File: config.mk
export PLATFORM = sky130hd
export DESIGN_NAME = combined_fingerprint_tanimoto_screen_core_flat
export DESIGN_NICKNAME = d
export VERILOG_FILES = /design/src/cfts_pkg.sv /design/src/cfts_if.sv /design/src/combined_fingerprint_tanimoto_screen_core.sv /design/src/cfts_word_count.sv /design/src/flat_wrapper.sv
export SDC_FILE = /design/constraint.sdc
export NUM_CORES = 1
export LEC_CHECK = 0
export ABC_CLOCK_PERIOD_IN_PS = 8800
export BUFFER_PORTS_ARGS = -buffer_cell sky130_fd_sc_hd__clkbuf_2
export CAP_MARGIN = 25
export CORE_UTILIZATION = 57
export CTS_BUF_LIST = sky130_fd_sc_hd__clkbuf_2 sky130_fd_sc_hd__clkbuf_4 sky130_fd_sc_hd__clkbuf_8
export CTS_CLUSTER_DIAMETER = 40
export DETAILED_ROUTE_END_ITERATION = 8
export HOLD_SLACK_MARGIN = 0.15
export PLACE_DENSITY = 0.84
export SLEW_MARGIN = 30
export SYNTH_ARGS = -nofsm -noshare
export SYNTH_HDL_FRONTEND = slang
export SYNTH_SLANG_ARGS = --single-unit
File: constraint.sdc
create_clock -name clk -period 8.8 [get_ports clk]
set_input_delay 2.64 -clock clk [delete_from_list [all_inputs] [get_ports clk]]
set_output_delay 2.64 -clock clk [all_outputs]
set_load 0.02 [all_outputs]
File: src/cfts_pkg.sv
package cfts_pkg;

	localparam int WORD_W        = 64;
	localparam int COUNT_W       = 12;
	localparam int THR_W         = 17;
	localparam int PCNT_W        = 3;
	localparam int POP_W         = $clog2(WORD_W + 1);
	localparam int NUM_PARTS     = 4;
	localparam int CFG_IDX_W     = 1;
	localparam int CFG_DATA_W    = THR_W;
	localparam int FRAC_W        = 16;
	localparam int DEF_FP_WORDS  = 32;
	localparam int DEF_MAX_PARTS = 4;

	typedef enum logic [CFG_IDX_W-1:0] {
		REG_THRESHOLD  = 1'b0,
		REG_PART_COUNT = 1'b1
	} cfg_reg_t;

	typedef struct packed {
		logic [COUNT_W-1:0] common_cnt;
		logic [COUNT_W-1:0] union_cnt;
	} totals_t;

	// adder tree, six levels deep
	function automatic logic [POP_W-1:0] popcount64(input logic [WORD_W-1:0] w);
		logic [1:0] l1 [32];
		logic [2:0] l2 [16];
		logic [3:0] l3 [8];
		logic [4:0] l4 [4];
		logic [5:0] l5 [2];
		for (int i = 0; i < 32; i++) begin
			l1[i] = {1'b0, w[2*i]} + {1'b0, w[2*i+1]};
		end
		for (int i = 0; i < 16; i++) begin
			l2[i] = {1'b0, l1[2*i]} + {1'b0, l1[2*i+1]};
		end
		for (int i = 0; i < 8; i++) begin
			l3[i] = {1'b0, l2[2*i]} + {1'b0, l2[2*i+1]};
		end
		for (int i = 0; i < 4; i++) begin
			l4[i] = {1'b0, l3[2*i]} + {1'b0, l3[2*i+1]};
		end
		for (int i = 0; i < 2; i++) begin
			l5[i] = {1'b0, l4[2*i]} + {1'b0, l4[2*i+1]};
		end
		return {1'b0, l5[0]} + {1'b0, l5[1]};
	endfunction

endpackage

File: src/cfts_if.sv
interface cfts_word_if;
	import cfts_pkg::*;

	logic              valid;
	logic              ready;
	logic [WORD_W-1:0] part_word_0;
	logic [WORD_W-1:0] part_word_1;
	logic [WORD_W-1:0] part_word_2;
	logic [WORD_W-1:0] part_word_3;
	logic [WORD_W-1:0] add_word;
	logic [WORD_W-1:0] keep_word;
	logic [WORD_W-1:0] query_word;
	logic              last_word;

	modport source (
		output valid, part_word_0, part_word_1, part_word_2, part_word_3,
		       add_word, keep_word, query_word, last_word,
		input  ready
	);
	modport sink (
		input  valid, part_word_0, part_word_1, part_word_2, part_word_3,
		       add_word, keep_word, query_word, last_word,
		output ready
	);
endinterface

interface cfts_score_if;
	import cfts_pkg::*;

	logic               valid;
	logic               ready;
	logic [COUNT_W-1:0] common_bits;
	logic [COUNT_W-1:0] union_bits;
	logic               passes;

	modport source (output valid, common_bits, union_bits, passes, input ready);
	modport sink (input valid, common_bits, union_bits, passes, output ready);
endinterface

File: src/combined_fingerprint_tanimoto_screen_core.sv
// channel  | modport | role
// words    | sink    | one fingerprint word per request, last_word closes a fingerprint
// scores   | source  | one request per fingerprint: counts and pass flag
// cfg      | write   | cfg_we / cfg_index / cfg_data, no read-back
//
// one word per cycle sustained, unless a stalled score holds a last word back
// stages: input register, popcount and accumulate, multiply-compare into output register
// reset clears threshold to 0, part_count to 1 and both running counts
// a stalled score holds back only last words and the words queued behind them
module combined_fingerprint_tanimoto_screen_core #(
	parameter int FP_WORDS  = cfts_pkg::DEF_FP_WORDS,
	parameter int MAX_PARTS = cfts_pkg::DEF_MAX_PARTS
) (
	input  logic                            clk,
	input  logic                            arst_n,
	input  logic                            cfg_we,
	input  logic [cfts_pkg::CFG_IDX_W-1:0]  cfg_index,
	input  logic [cfts_pkg::CFG_DATA_W-1:0] cfg_data,
	cfts_word_if.sink                       words,
	cfts_score_if.source                    scores
);
	import cfts_pkg::*;

	logic [THR_W-1:0]  thr_q;
	logic [PCNT_W-1:0] pcnt_q;

	logic [WORD_W-1:0] parts [NUM_PARTS];
	logic [WORD_W-1:0] comb_word;

	logic              valid_s1;
	logic              last_s1;
	logic [WORD_W-1:0] comb_s1;
	logic [WORD_W-1:0] query_s1;

	logic              valid_s2;
	totals_t           totals_s2;
	totals_t           totals;

	logic               out_valid_q;
	logic [COUNT_W-1:0] out_common_q;
	logic [COUNT_W-1:0] out_union_q;
	logic               out_pass_q;

	logic out_free, s2_ready, s2_move, s1_move, s1_ready, accept;
	logic [THR_W+COUNT_W-1:0] prod;
	logic [THR_W+COUNT_W-1:0] scaled;
	logic                     pass;

	always_ff @(posedge clk or negedge arst_n) begin
		if (!arst_n) begin
			thr_q  <= '0;
			pcnt_q <= PCNT_W'(1);
		end else if (cfg_we) begin
			case (cfg_reg_t'(cfg_index))
				REG_THRESHOLD:  thr_q  <= cfg_data[THR_W-1:0];
				REG_PART_COUNT: pcnt_q <= cfg_data[PCNT_W-1:0];
				default: ;
			endcase
		end
	end

	// handshake between stages; only last words go past stage one
	assign out_free = !out_valid_q || scores.ready;
	assign s2_move  = valid_s2 && out_free;
	assign s2_ready = !valid_s2 || out_free;
	assign s1_move  = valid_s1 && (!last_s1 || s2_ready);
	assign s1_ready = !valid_s1 || s1_move;
	assign accept   = words.valid && s1_ready;
	assign words.ready = s1_ready;

	assign parts[0] = words.part_word_0;
	assign parts[1] = words.part_word_1;
	assign parts[2] = words.part_word_2;
	assign parts[3] = words.part_word_3;

	// part zero always used, others up to part_count and the build limit; add_word ORed in, keep_word masks
	always_comb begin
		comb_word = words.add_word;
		for (int i = 0; i < NUM_PARTS; i++) begin
			if (i < MAX_PARTS && (i == 0 || PCNT_W'(i) < pcnt_q)) begin
				comb_word = comb_word | parts[i];
			end
		end
		comb_word = comb_word & words.keep_word;
	end

	always_ff @(posedge clk or negedge arst_n) begin
		if (!arst_n) begin
			valid_s1 <= 1'b0;
		end else if (accept) begin
			valid_s1 <= 1'b1;
		end else if (s1_move) begin
			valid_s1 <= 1'b0;
		end
	end

	always_ff @(posedge clk) begin
		if (accept) begin
			comb_s1  <= comb_word;
			query_s1 <= words.query_word;
			last_s1  <= words.last_word;
		end
	end

	cfts_word_count #(
		.FP_WORDS (FP_WORDS)
	) u_count (
		.clk        (clk),
		.arst_n     (arst_n),
		.step       (s1_move),
		.last       (last_s1),
		.comb_word  (comb_s1),
		.query_word (query_s1),
		.totals     (totals)
	);

	always_ff @(posedge clk or negedge arst_n) begin
		if (!arst_n) begin
			valid_s2 <= 1'b0;
		end else if (s1_move && last_s1) begin
			valid_s2 <= 1'b1;
		end else if (s2_move) begin
			valid_s2 <= 1'b0;
		end
	end

	always_ff @(posedge clk) begin
		if (s1_move && last_s1) begin
			totals_s2 <= totals;
		end
	end

	// common * 2^16 >= threshold * union, empty union passes only at zero threshold
	always_comb begin
		prod   = (THR_W + COUNT_W)'(thr_q) * (THR_W + COUNT_W)'(totals_s2.union_cnt);
		scaled = (THR_W + COUNT_W)'({totals_s2.common_cnt, FRAC_W'(0)});
		if (totals_s2.union_cnt == '0) begin
			pass = (thr_q == '0);
		end else begin
			pass = (scaled >= prod);
		end
	end

	always_ff @(posedge clk or negedge arst_n) begin
		if (!arst_n) begin
			out_valid_q <= 1'b0;
		end else if (s2_move) begin
			out_valid_q <= 1'b1;
		end else if (scores.ready) begin
			out_valid_q <= 1'b0;
		end
	end

	always_ff @(posedge clk) begin
		if (s2_move) begin
			out_common_q <= totals_s2.common_cnt;
			out_union_q  <= totals_s2.union_cnt;
			out_pass_q   <= pass;
		end
	end

	assign scores.valid       = out_valid_q;
	assign scores.common_bits = out_common_q;
	assign scores.union_bits  = out_union_q;
	assign scores.passes      = out_pass_q;

`ifndef SYNTHESIS
	a_stall_needs_item: assert property (@(posedge clk) disable iff (!arst_n)
		!words.ready |-> valid_s1 && last_s1 && valid_s2)
		else $error("input stalled without a held last word");
	a_score_order: assert property (@(posedge clk) disable iff (!arst_n)
		scores.valid |-> scores.common_bits <= scores.union_bits)
		else $error("score intersection exceeds union");
	a_zero_common_fails: assert property (@(posedge clk) disable iff (!arst_n)
		scores.valid && scores.passes && scores.union_bits != '0 |->
			scores.common_bits != '0 || thr_q == '0)
		else $error("empty intersection passed a nonzero threshold");
	a_s2_only_last: assert property (@(posedge clk) disable iff (!arst_n)
		$rose(valid_s2) |-> $past(last_s1))
		else $error("non-last word reached the score stage");
`endif

endmodule

File: src/cfts_word_count.sv
module cfts_word_count #(
	parameter int FP_WORDS = cfts_pkg::DEF_FP_WORDS
) (
	input  logic                        clk,
	input  logic                        arst_n,
	input  logic                        step,
	input  logic                        last,
	input  logic [cfts_pkg::WORD_W-1:0] comb_word,
	input  logic [cfts_pkg::WORD_W-1:0] query_word,
	output cfts_pkg::totals_t           totals
);
	import cfts_pkg::*;

	localparam int LIMIT_I = (FP_WORDS * WORD_W > 4095) ? 4095 : FP_WORDS * WORD_W;
	localparam logic [COUNT_W:0] LIMIT = (COUNT_W + 1)'(LIMIT_I);

	logic [COUNT_W-1:0] common_q;
	logic [COUNT_W-1:0] union_q;
	logic [COUNT_W:0]   common_sum;
	logic [COUNT_W:0]   union_sum;

	always_comb begin
		common_sum = {1'b0, common_q} + (COUNT_W + 1)'(popcount64(comb_word & query_word));
		union_sum  = {1'b0, union_q} + (COUNT_W + 1)'(popcount64(comb_word | query_word));
		// saturate on an overlong stream
		totals.common_cnt = (common_sum > LIMIT) ? LIMIT[COUNT_W-1:0] : common_sum[COUNT_W-1:0];
		totals.union_cnt  = (union_sum > LIMIT) ? LIMIT[COUNT_W-1:0] : union_sum[COUNT_W-1:0];
	end

	always_ff @(posedge clk or negedge arst_n) begin
		if (!arst_n) begin
			common_q <= '0;
			union_q  <= '0;
		end else if (step) begin
			if (last) begin
				common_q <= '0;
				union_q  <= '0;
			end else begin
				common_q <= totals.common_cnt;
				union_q  <= totals.union_cnt;
			end
		end
	end

`ifndef SYNTHESIS
	a_common_le_union: assert property (@(posedge clk) disable iff (!arst_n)
		common_q <= union_q)
		else $error("intersection count exceeds union count");
	a_union_limit: assert property (@(posedge clk) disable iff (!arst_n)
		{1'b0, union_q} <= LIMIT)
		else $error("union count above saturation limit");
	a_clear_after_last: assert property (@(posedge clk) disable iff (!arst_n)
		step && last |=> common_q == '0 && union_q == '0)
		else $error("counters not cleared after last word");
`endif

endmodule

File: src/flat_wrapper.sv
// flat-port wrapper written by rule: the top's interface ports become plain ports
module combined_fingerprint_tanimoto_screen_core_flat import cfts_pkg::*;
#(
	parameter int FP_WORDS  = cfts_pkg::DEF_FP_WORDS,
	parameter int MAX_PARTS = cfts_pkg::DEF_MAX_PARTS
)
  (clk, arst_n, cfg_we, cfg_index, cfg_data, words_valid, words_part_word_0, words_part_word_1, words_part_word_2, words_part_word_3, words_add_word, words_keep_word, words_query_word, words_last_word, words_ready, scores_valid, scores_common_bits, scores_union_bits, scores_passes, scores_ready);
  cfts_word_if words_i ();
  cfts_score_if scores_i ();
  input  logic clk;
  input  logic arst_n;
  input  logic cfg_we;
  input  logic [cfts_pkg::CFG_IDX_W-1:0] cfg_index;
  input  logic [cfts_pkg::CFG_DATA_W-1:0] cfg_data;
  input wire logic [$bits(words_i.valid)-1:0] words_valid;
  input wire logic [$bits(words_i.part_word_0)-1:0] words_part_word_0;
  input wire logic [$bits(words_i.part_word_1)-1:0] words_part_word_1;
  input wire logic [$bits(words_i.part_word_2)-1:0] words_part_word_2;
  input wire logic [$bits(words_i.part_word_3)-1:0] words_part_word_3;
  input wire logic [$bits(words_i.add_word)-1:0] words_add_word;
  input wire logic [$bits(words_i.keep_word)-1:0] words_keep_word;
  input wire logic [$bits(words_i.query_word)-1:0] words_query_word;
  input wire logic [$bits(words_i.last_word)-1:0] words_last_word;
  output wire logic [$bits(words_i.ready)-1:0] words_ready;
  output wire logic [$bits(scores_i.valid)-1:0] scores_valid;
  output wire logic [$bits(scores_i.common_bits)-1:0] scores_common_bits;
  output wire logic [$bits(scores_i.union_bits)-1:0] scores_union_bits;
  output wire logic [$bits(scores_i.passes)-1:0] scores_passes;
  input wire logic [$bits(scores_i.ready)-1:0] scores_ready;
  assign words_i.valid = words_valid;
  assign words_i.part_word_0 = words_part_word_0;
  assign words_i.part_word_1 = words_part_word_1;
  assign words_i.part_word_2 = words_part_word_2;
  assign words_i.part_word_3 = words_part_word_3;
  assign words_i.add_word = words_add_word;
  assign words_i.keep_word = words_keep_word;
  assign words_i.query_word = words_query_word;
  assign words_i.last_word = words_last_word;
  assign words_ready = words_i.ready;
  assign scores_valid = scores_i.valid;
  assign scores_common_bits = scores_i.common_bits;
  assign scores_union_bits = scores_i.union_bits;
  assign scores_passes = scores_i.passes;
  assign scores_i.ready = scores_ready;
  combined_fingerprint_tanimoto_screen_core #(.FP_WORDS(FP_WORDS), .MAX_PARTS(MAX_PARTS)) u_core (.clk(clk), .arst_n(arst_n), .cfg_we(cfg_we), .cfg_index(cfg_index), .cfg_data(cfg_data), .words(words_i), .scores(scores_i));
endmodule
==> key figures, run 1 <==
Place
  – Gpl congestion: 0.995
  – Placed cell area: 23500 um^2
  – IO buf count: 498
  – DPL Wire Length: between 50000 and 60000 um

Logic synthesis
  – Post-synthesis sequential area ratio: 31.7%
  – Post-synth ARST share: 20.9%
  – Yosys top cell by area: edfxtp_1
  – Post-Synthesis Cells: 1989
  – Area contributors post-synth: edfxtp_1 26%, fa_1 26%, ha_1 8.1%
  – Ys flop type: edfxtp_1
  – Distinct cells, synth: 65
  – Post-synthesis cell area: 20600 um^2
  – Synthesized Nets: about 2900
  – Post-synth EDFFs: 178
  – Number of synthesized register bits: 225
  – Synth Warn #: 0
  – Avg Inst Size Synth: slightly above 10 um^2
  – Yosys top cell area share: 26.0%

Die
  – Core Region: between 30000 and 40000 um^2
  – Top Ports: 499
  – Chip Width: 192 um
  – Die height: between 150 and 200 um
  – Cell row count: 69
  – Initial Utilization: between 50% and 60%
  – Die footprint: 36800 um^2

Worst setup path
  – Reg2reg end: u_core.u_count.union_q[0]
  – Slowest stage delay, CP: roughly 0.58 ns
  – Crit end category: flop
  – R2R setup slack: around 0.80 ns
  – Critical path arrival: 8.47 ns
  – Crit Path Max Fanout: 11
  – Crit path top cell by count: fa_1
  – R2R depth: 25
  – Critical path startpoint category: flop
  – Worst R2R Start: u_core.query_s1[62]
  – Worst setup path class: reg2reg
  – Slowest cell on the critical path: fa_1
  – CP bufs+invs: 6
  – Crit path max-delay family: adder cells
  – Critical path required time: roughly 9.3 ns

CTS
  – Clk buf depth: 3
  – Number of clock sinks: around 230
  – Post-CTS resize count: 0
  – Hold Buf Count CTS: 0
  – CTS Buf Count: 41
  – Worst-Skew Late Latency: 0.58 ns
  – CTS HTree Levels: 2
  – Worst-path clk slew: 0.06 ns
  – CTS tree: yes
  – Root Buffer: clkbuf_8
  – Setup bufs post-CTS: 0

Finish
  – Sequential cell area: 6530 um^2
  – Layout net count: 3343
  – Post-route cell area: between 20000 and 25000 um^2
  – # fillers: 2668
  – Share of layout cells above drive strength 1: 27.0%
  – Area delta synth->final: 18.5%
  – Multi-input logic area: between 10000 and 15000 um^2

STA
  – Fmax: 125 MHz
  – Max-slew violations: 0
  – Final setup viols: 0
  – Worst Tran Pin Value: 1.02 ns
  – Setup_tns: 0 ns
  – Final worst path period share: around 91%
  – Tmin final: 8.00 ns
  – Hold Vio Cnt, Final: 0
  – Rel. slew slack: a little under a third
  – RSZ-0062 raised after global routing: no
  – Layout Skew: 0.0368 ns

Worst hold path
  – HP Start: u_core.scaled[26]
  – Hold Path Cell Cnt: 0
  – Hold Crit Class: reg2reg
  – Hold Path Sink: u_core.scores.common_bits[10]

Global routing
  – GRT Overall Usage: 37.8%
  – Largest net degree at the start of global routing: 73
  – Antenna violations before repair: 11
  – Vias in the first global route: 17300
  – First-pass GRT wire length: 101000 um
  – Global route overflow: 0

Detailed routing
  – Routed vias: 17000
  – Vias per cell: 5.71
  – Routed WL: 68100 um
  – Final ANT Viol Nets: 0
  – Residual DRC: 0
  – Drt wl/cell: 22.9 um
  – DRT iter0 DRCs: 1218
  – Initial DRT Pass Iterations: 5

Outcome
  – Status: complete, no violations

Run
  – MaxCap Viol Count: 0
worst max-delay path by stage:
stage | from | end | depth (start not counted)
finish | u_core.query_s1[62] | u_core.u_count.union_q[0] | 25
global route | u_core.query_s1[62] | u_core.u_count.union_q[0] | 25
CTS | u_core.query_s1[62] | u_core.u_count.union_q[0] | 25
detailed placement | u_core.query_s1[62] | u_core.u_count.union_q[3] | 25
global placement | u_core.query_s1[62] | u_core.u_count.union_q[0] | 25
floorplan | u_core.query_s1[62] | u_core.totals_s2[3] | 25
kinds of logic after synthesis:
kind of cell	count (synthesis)	share of synthesized area, %
xor+xnor	25	1.07
mux	23	1.30
simple gates	625	14.3
compound gates	354	11.7
buf+inv	342	6.28
fa+ha+maj	395	33.6
flops	225	31.7
cell usage after synthesis, drive strengths merged, types with 16 or more instances:
cell type and instances:
and2 120, nor2 128, o21ai 94, a21oi 94
ha 133, dfrtp 46, nor3 16, edfxtp 178
nand2 251, fa 262, mux2 20, o31a 66
or2 49, inv 273, clkbuf 65
registers in the layout, indices dropped and copies added (netlist names), 3 cells and up:
| signal | count |
|---|---|
| u_core.comb_s1 | 64 |
| u_core.pcnt_q | 3 |
| u_core.query_s1 | 64 |
| u_core.scaled | 12 |
| u_core.scores.common_bits | 12 |
| u_core.scores.union_bits | 12 |
| u_core.thr_q | 17 |
| u_core.totals_s2 | 12 |
| u_core.u_count.common_q | 12 |
| u_core.u_count.union_q | 12 |
stage by stage:
stage | hold slack (ns) | worst slack (ns) | util (%) | std cells
after detailed placement | 0.448 | 0.860 | 66.0 | 2894
after CTS | 0.456 | 0.812 | 68.4 | 2967
final | 0.459 | 0.795 | 68.5 | 2974
after floorplan | 0.424 | 1.39 | - | 1989
after global routing | 0.459 | 0.388 | 68.5 | 2971
after global placement | 0.453 | 1.03 | 66.0 | 2894
per-layer routing:
metal	GRT usage, %	part of all wire [%]	up-vias	wire length, um
met5	0	0.028	-	19
met4	12.0	3.3	4	2250
met3	7.25	8.7	128	5940
met2	60.9	47	845	32100
met1	51.8	41	8406	27800
li1	-	-	7585	-
final cells by class:
class                   count  share of cell area [%]
well taps                 461                    2.37
inverters                 273                    4.21
clock inverters            14                   0.462
multi-input cells        1422                    52.4
clock buffers              59                    3.03
diodes                      7                  0.0719
repair buffers            513                    10.7
flip-flops and latches    225                    26.8
cells in the final DEF (no fill, tap or decap), types with 9 or more instances in the layout:
master,instances
a21o_1,12
a21oi_1,94
and2_1,119
buf_4,15
clkbuf_2,498
clkbuf_4,12
clkbuf_8,47
dfrtp_1,44
edfxtp_1,178
fa_1,262
ha_1,133
inv_1,272
mux2_2,20
nand2_1,250
nor2_1,127
nor2b_1,12
nor3_1,16
nor4_1,9
o21a_1,12
o21ai_0,91
o31a_1,65
or2_2,48
xnor2_1,15
xor2_1,10
Power of run 1 is not shown: default switching activity piles up to over one toggle a cycle in this logic, so the estimate is an artifact.
==> run 2, diff against run 1 <==
- CORE_ASPECT_RATIO: default -> 1.4
- CORE_UTILIZATION: 57 -> 50
- PLACE_DENSITY: 0.84 -> 0.75
==> run 2 against run 1 <==
Sequential share of layout area shrank 0.14 points. Sequential cell count stayed put. Cell count increased by 2.4%. Via count barely moved. Die area rose by 14%. Utilization down 7.9 points. Critical path depth stayed put. Clock skew decreased by 0.014 ns. Hold slack better by 0.0074 ns.
==> key figures, run 2 (synthesized netlist as in run 1, its figures left out) <==
Global routing
  – M3 GR Usage: 4.87% (-2.4 points)
  – Vias in the first global route: 17900 (+3.1%)
  – Global route overflow: 0 (unchanged)
  – GRT Overall Usage: 33.9% (-3.9 points)
  – First-pass GRT wire length: 104000 um (+3.4%)
  – Global routing usage on met2: 58.8% (-2.0 points)
  – Met1 usage: 41.4% (-10 points)
  – Antenna violations before repair: 12 (+1)
  – GR peak layer: met2
  – Largest net degree at the start of global routing: 67 (-8.2%)

Die
  – Top Ports: 499 (unchanged)
  – Die footprint: 41900 um^2 (+14%)
  – Cell row count: 87 (+26%)
  – Initial Utilization: 50.9% (-6.9 points)
  – Core Region: 40400 um^2 (+14%)
  – Chip Width: 173 um (-9.7%)
  – Die height: 242 um (+26%)

Detailed routing
  – Initial DRT Pass Iterations: 5 (unchanged)
  – Residual DRC: 0 (unchanged)
  – Routed WL: 70200 um (+3.1%)
  – Drt wl/cell: 23.1 um (+0.76%)
  – Final ANT Viol Nets: 0 (unchanged)
  – Vias per cell: 5.57 (-2.4%)
  – DRT iter0 DRCs: 1280 (+5.1%)
  – Routed vias: 17000 (-0.088%)

STA
  – Worst Tran Pin Value: 0.994 ns (-0.0280 ns)
  – Hold Vio Cnt, Final: 0 (unchanged)
  – Layout Skew: 0.0230 ns (-0.0137 ns)
  – Rel. slew slack: 33.5% (+1.9 points)
  – Tmin final: 7.99 ns (-0.0171 ns)
  – Setup_tns: 0 ns (unchanged)
  – Max-slew violations: 0 (unchanged)
  – Final worst path period share: 90.8% (-0.19 points)
  – RSZ-0062 raised after global routing: no
  – Final setup viols: 0 (unchanged)
  – Fmax: 125 MHz (+0.21%)

Place
  – IO buf count: 498 (unchanged)
  – Gpl congestion: 1.00 (+0.49%)
  – Placed Cells incl. Taps: 2970 (+2.6%)
  – DPL Wire Length: 58800 um (+3.5%)

Worst setup path
  – Slowest stage delay, CP: 0.57 ns (about the same)
  – Slowest cell on the critical path: fa_1
  – Critical path required time: 9.24 ns (-0.03 ns)
  – Crit path top cell by count: fa_1
  – Crit end category: flop
  – Crit Path Max Fanout: 11 (unchanged)
  – Critical path arrival: 8.43 ns (-0.04 ns)
  – R2R setup slack: 0.81 ns (+0.02 ns)
  – Critical path startpoint category: flop
  – Worst setup path class: reg2reg

CTS
  – Setup bufs post-CTS: 0 (unchanged)
  – CTS Buf Count: 38 (-7.3%)
  – Number of clock sinks: 225 (unchanged)
  – CTS tree: yes
  – Clk buf depth: 3 (unchanged)
  – Worst-path clk slew: 0.07 ns (about the same)
  – Root Buffer: clkbuf_8
  – Worst-Skew Late Latency: 0.56 ns (-0.02 ns)
  – Post-CTS resize count: 0 (unchanged)
  – CTS HTree Levels: 2 (unchanged)
  – Hold Buf Count CTS: 0 (unchanged)

Worst hold path
  – Hold Crit Class: reg2reg

Finish
  – Area delta synth->final: 19.1%
  – Post-route insts no fill: 3044 (+2.4%)
  – Most common cell after layout, fill and taps aside: clkbuf_2
  – Top flop regs: u_core.comb_s1 x64, u_core.query_s1 x64, u_core.thr_q x17
  – Most frequent cells in the layout: 498 x clkbuf_2, 272 x inv_1, 262 x fa_1
  – Share of layout cells above drive strength 1: 26.8% (-0.18 points)
  – Layout net count: 3343 (unchanged)

Run
  – MaxCap Viol Count: 0 (unchanged)

Outcome
  – Status: complete, no violations
[run 2: final cells by class]
cell class | instances | area [um^2]
inverters | 273 | 1020
fillers | 3444 | 15900
flip-flops and latches | 225 | 6530
clock inverters | 18 | 220
diodes | 6 | 15.0
multi-input cells | 1422 | 12800
clock buffers | 50 | 632
well taps | 534 | 668
repair buffers | 516 | 2640
[run 2: final timing paths]
check / startpoint / end / depth (start not counted)
worst max-delay path: u_core.comb_s1[62] / u_core.u_count.union_q[0] / 25
worst min-delay path: u_core.scaled[27] / u_core.scores.common_bits[11] / 0
worst max register to register: u_core.comb_s1[62] / u_core.u_count.union_q[0] / 25
worst min register to register: u_core.scaled[27] / u_core.scores.common_bits[11] / 0
max in group asynchronous: arst_n / u_core.pcnt_q[2] / 2
min in group asynchronous: arst_n / u_core.thr_q[6] / 2
[run 2: per-stage QoR]
stage	cell area (um^2)	hold WS, ns	util (%)	setup slack (ns)
after floorplan	20600	0.424	-	1.39
after global placement	23600	0.459	58.4	1.04
after detailed placement	23600	0.461	58.5	0.844
after CTS	24500	0.471	60.6	0.808
after global routing	24500	0.490	60.6	0.395
final	24500	0.467	60.6	0.812
[run 2: layer usage]
metal	up-vias	wire length [um]
met5	-	11
met4	2	3590
met3	188	5050
met2	832	35300
met1	8351	26300
li1	7580	-
[run 2: critical path: cells and delay by family (launching register included)]
| family | cells | cell delay [ns] |
|---|---|---|
| AOI/OAI and AO/OA | 7 | 1.65 |
| adders and majority gates | 10 | 4.83 |
| buffers and inverters | 6 | 0.48 |
| DFF | 1 | 0.38 |
| and+or+nand+nor | 2 | 0.52 |
Power of run 2 is left out for the same reason.
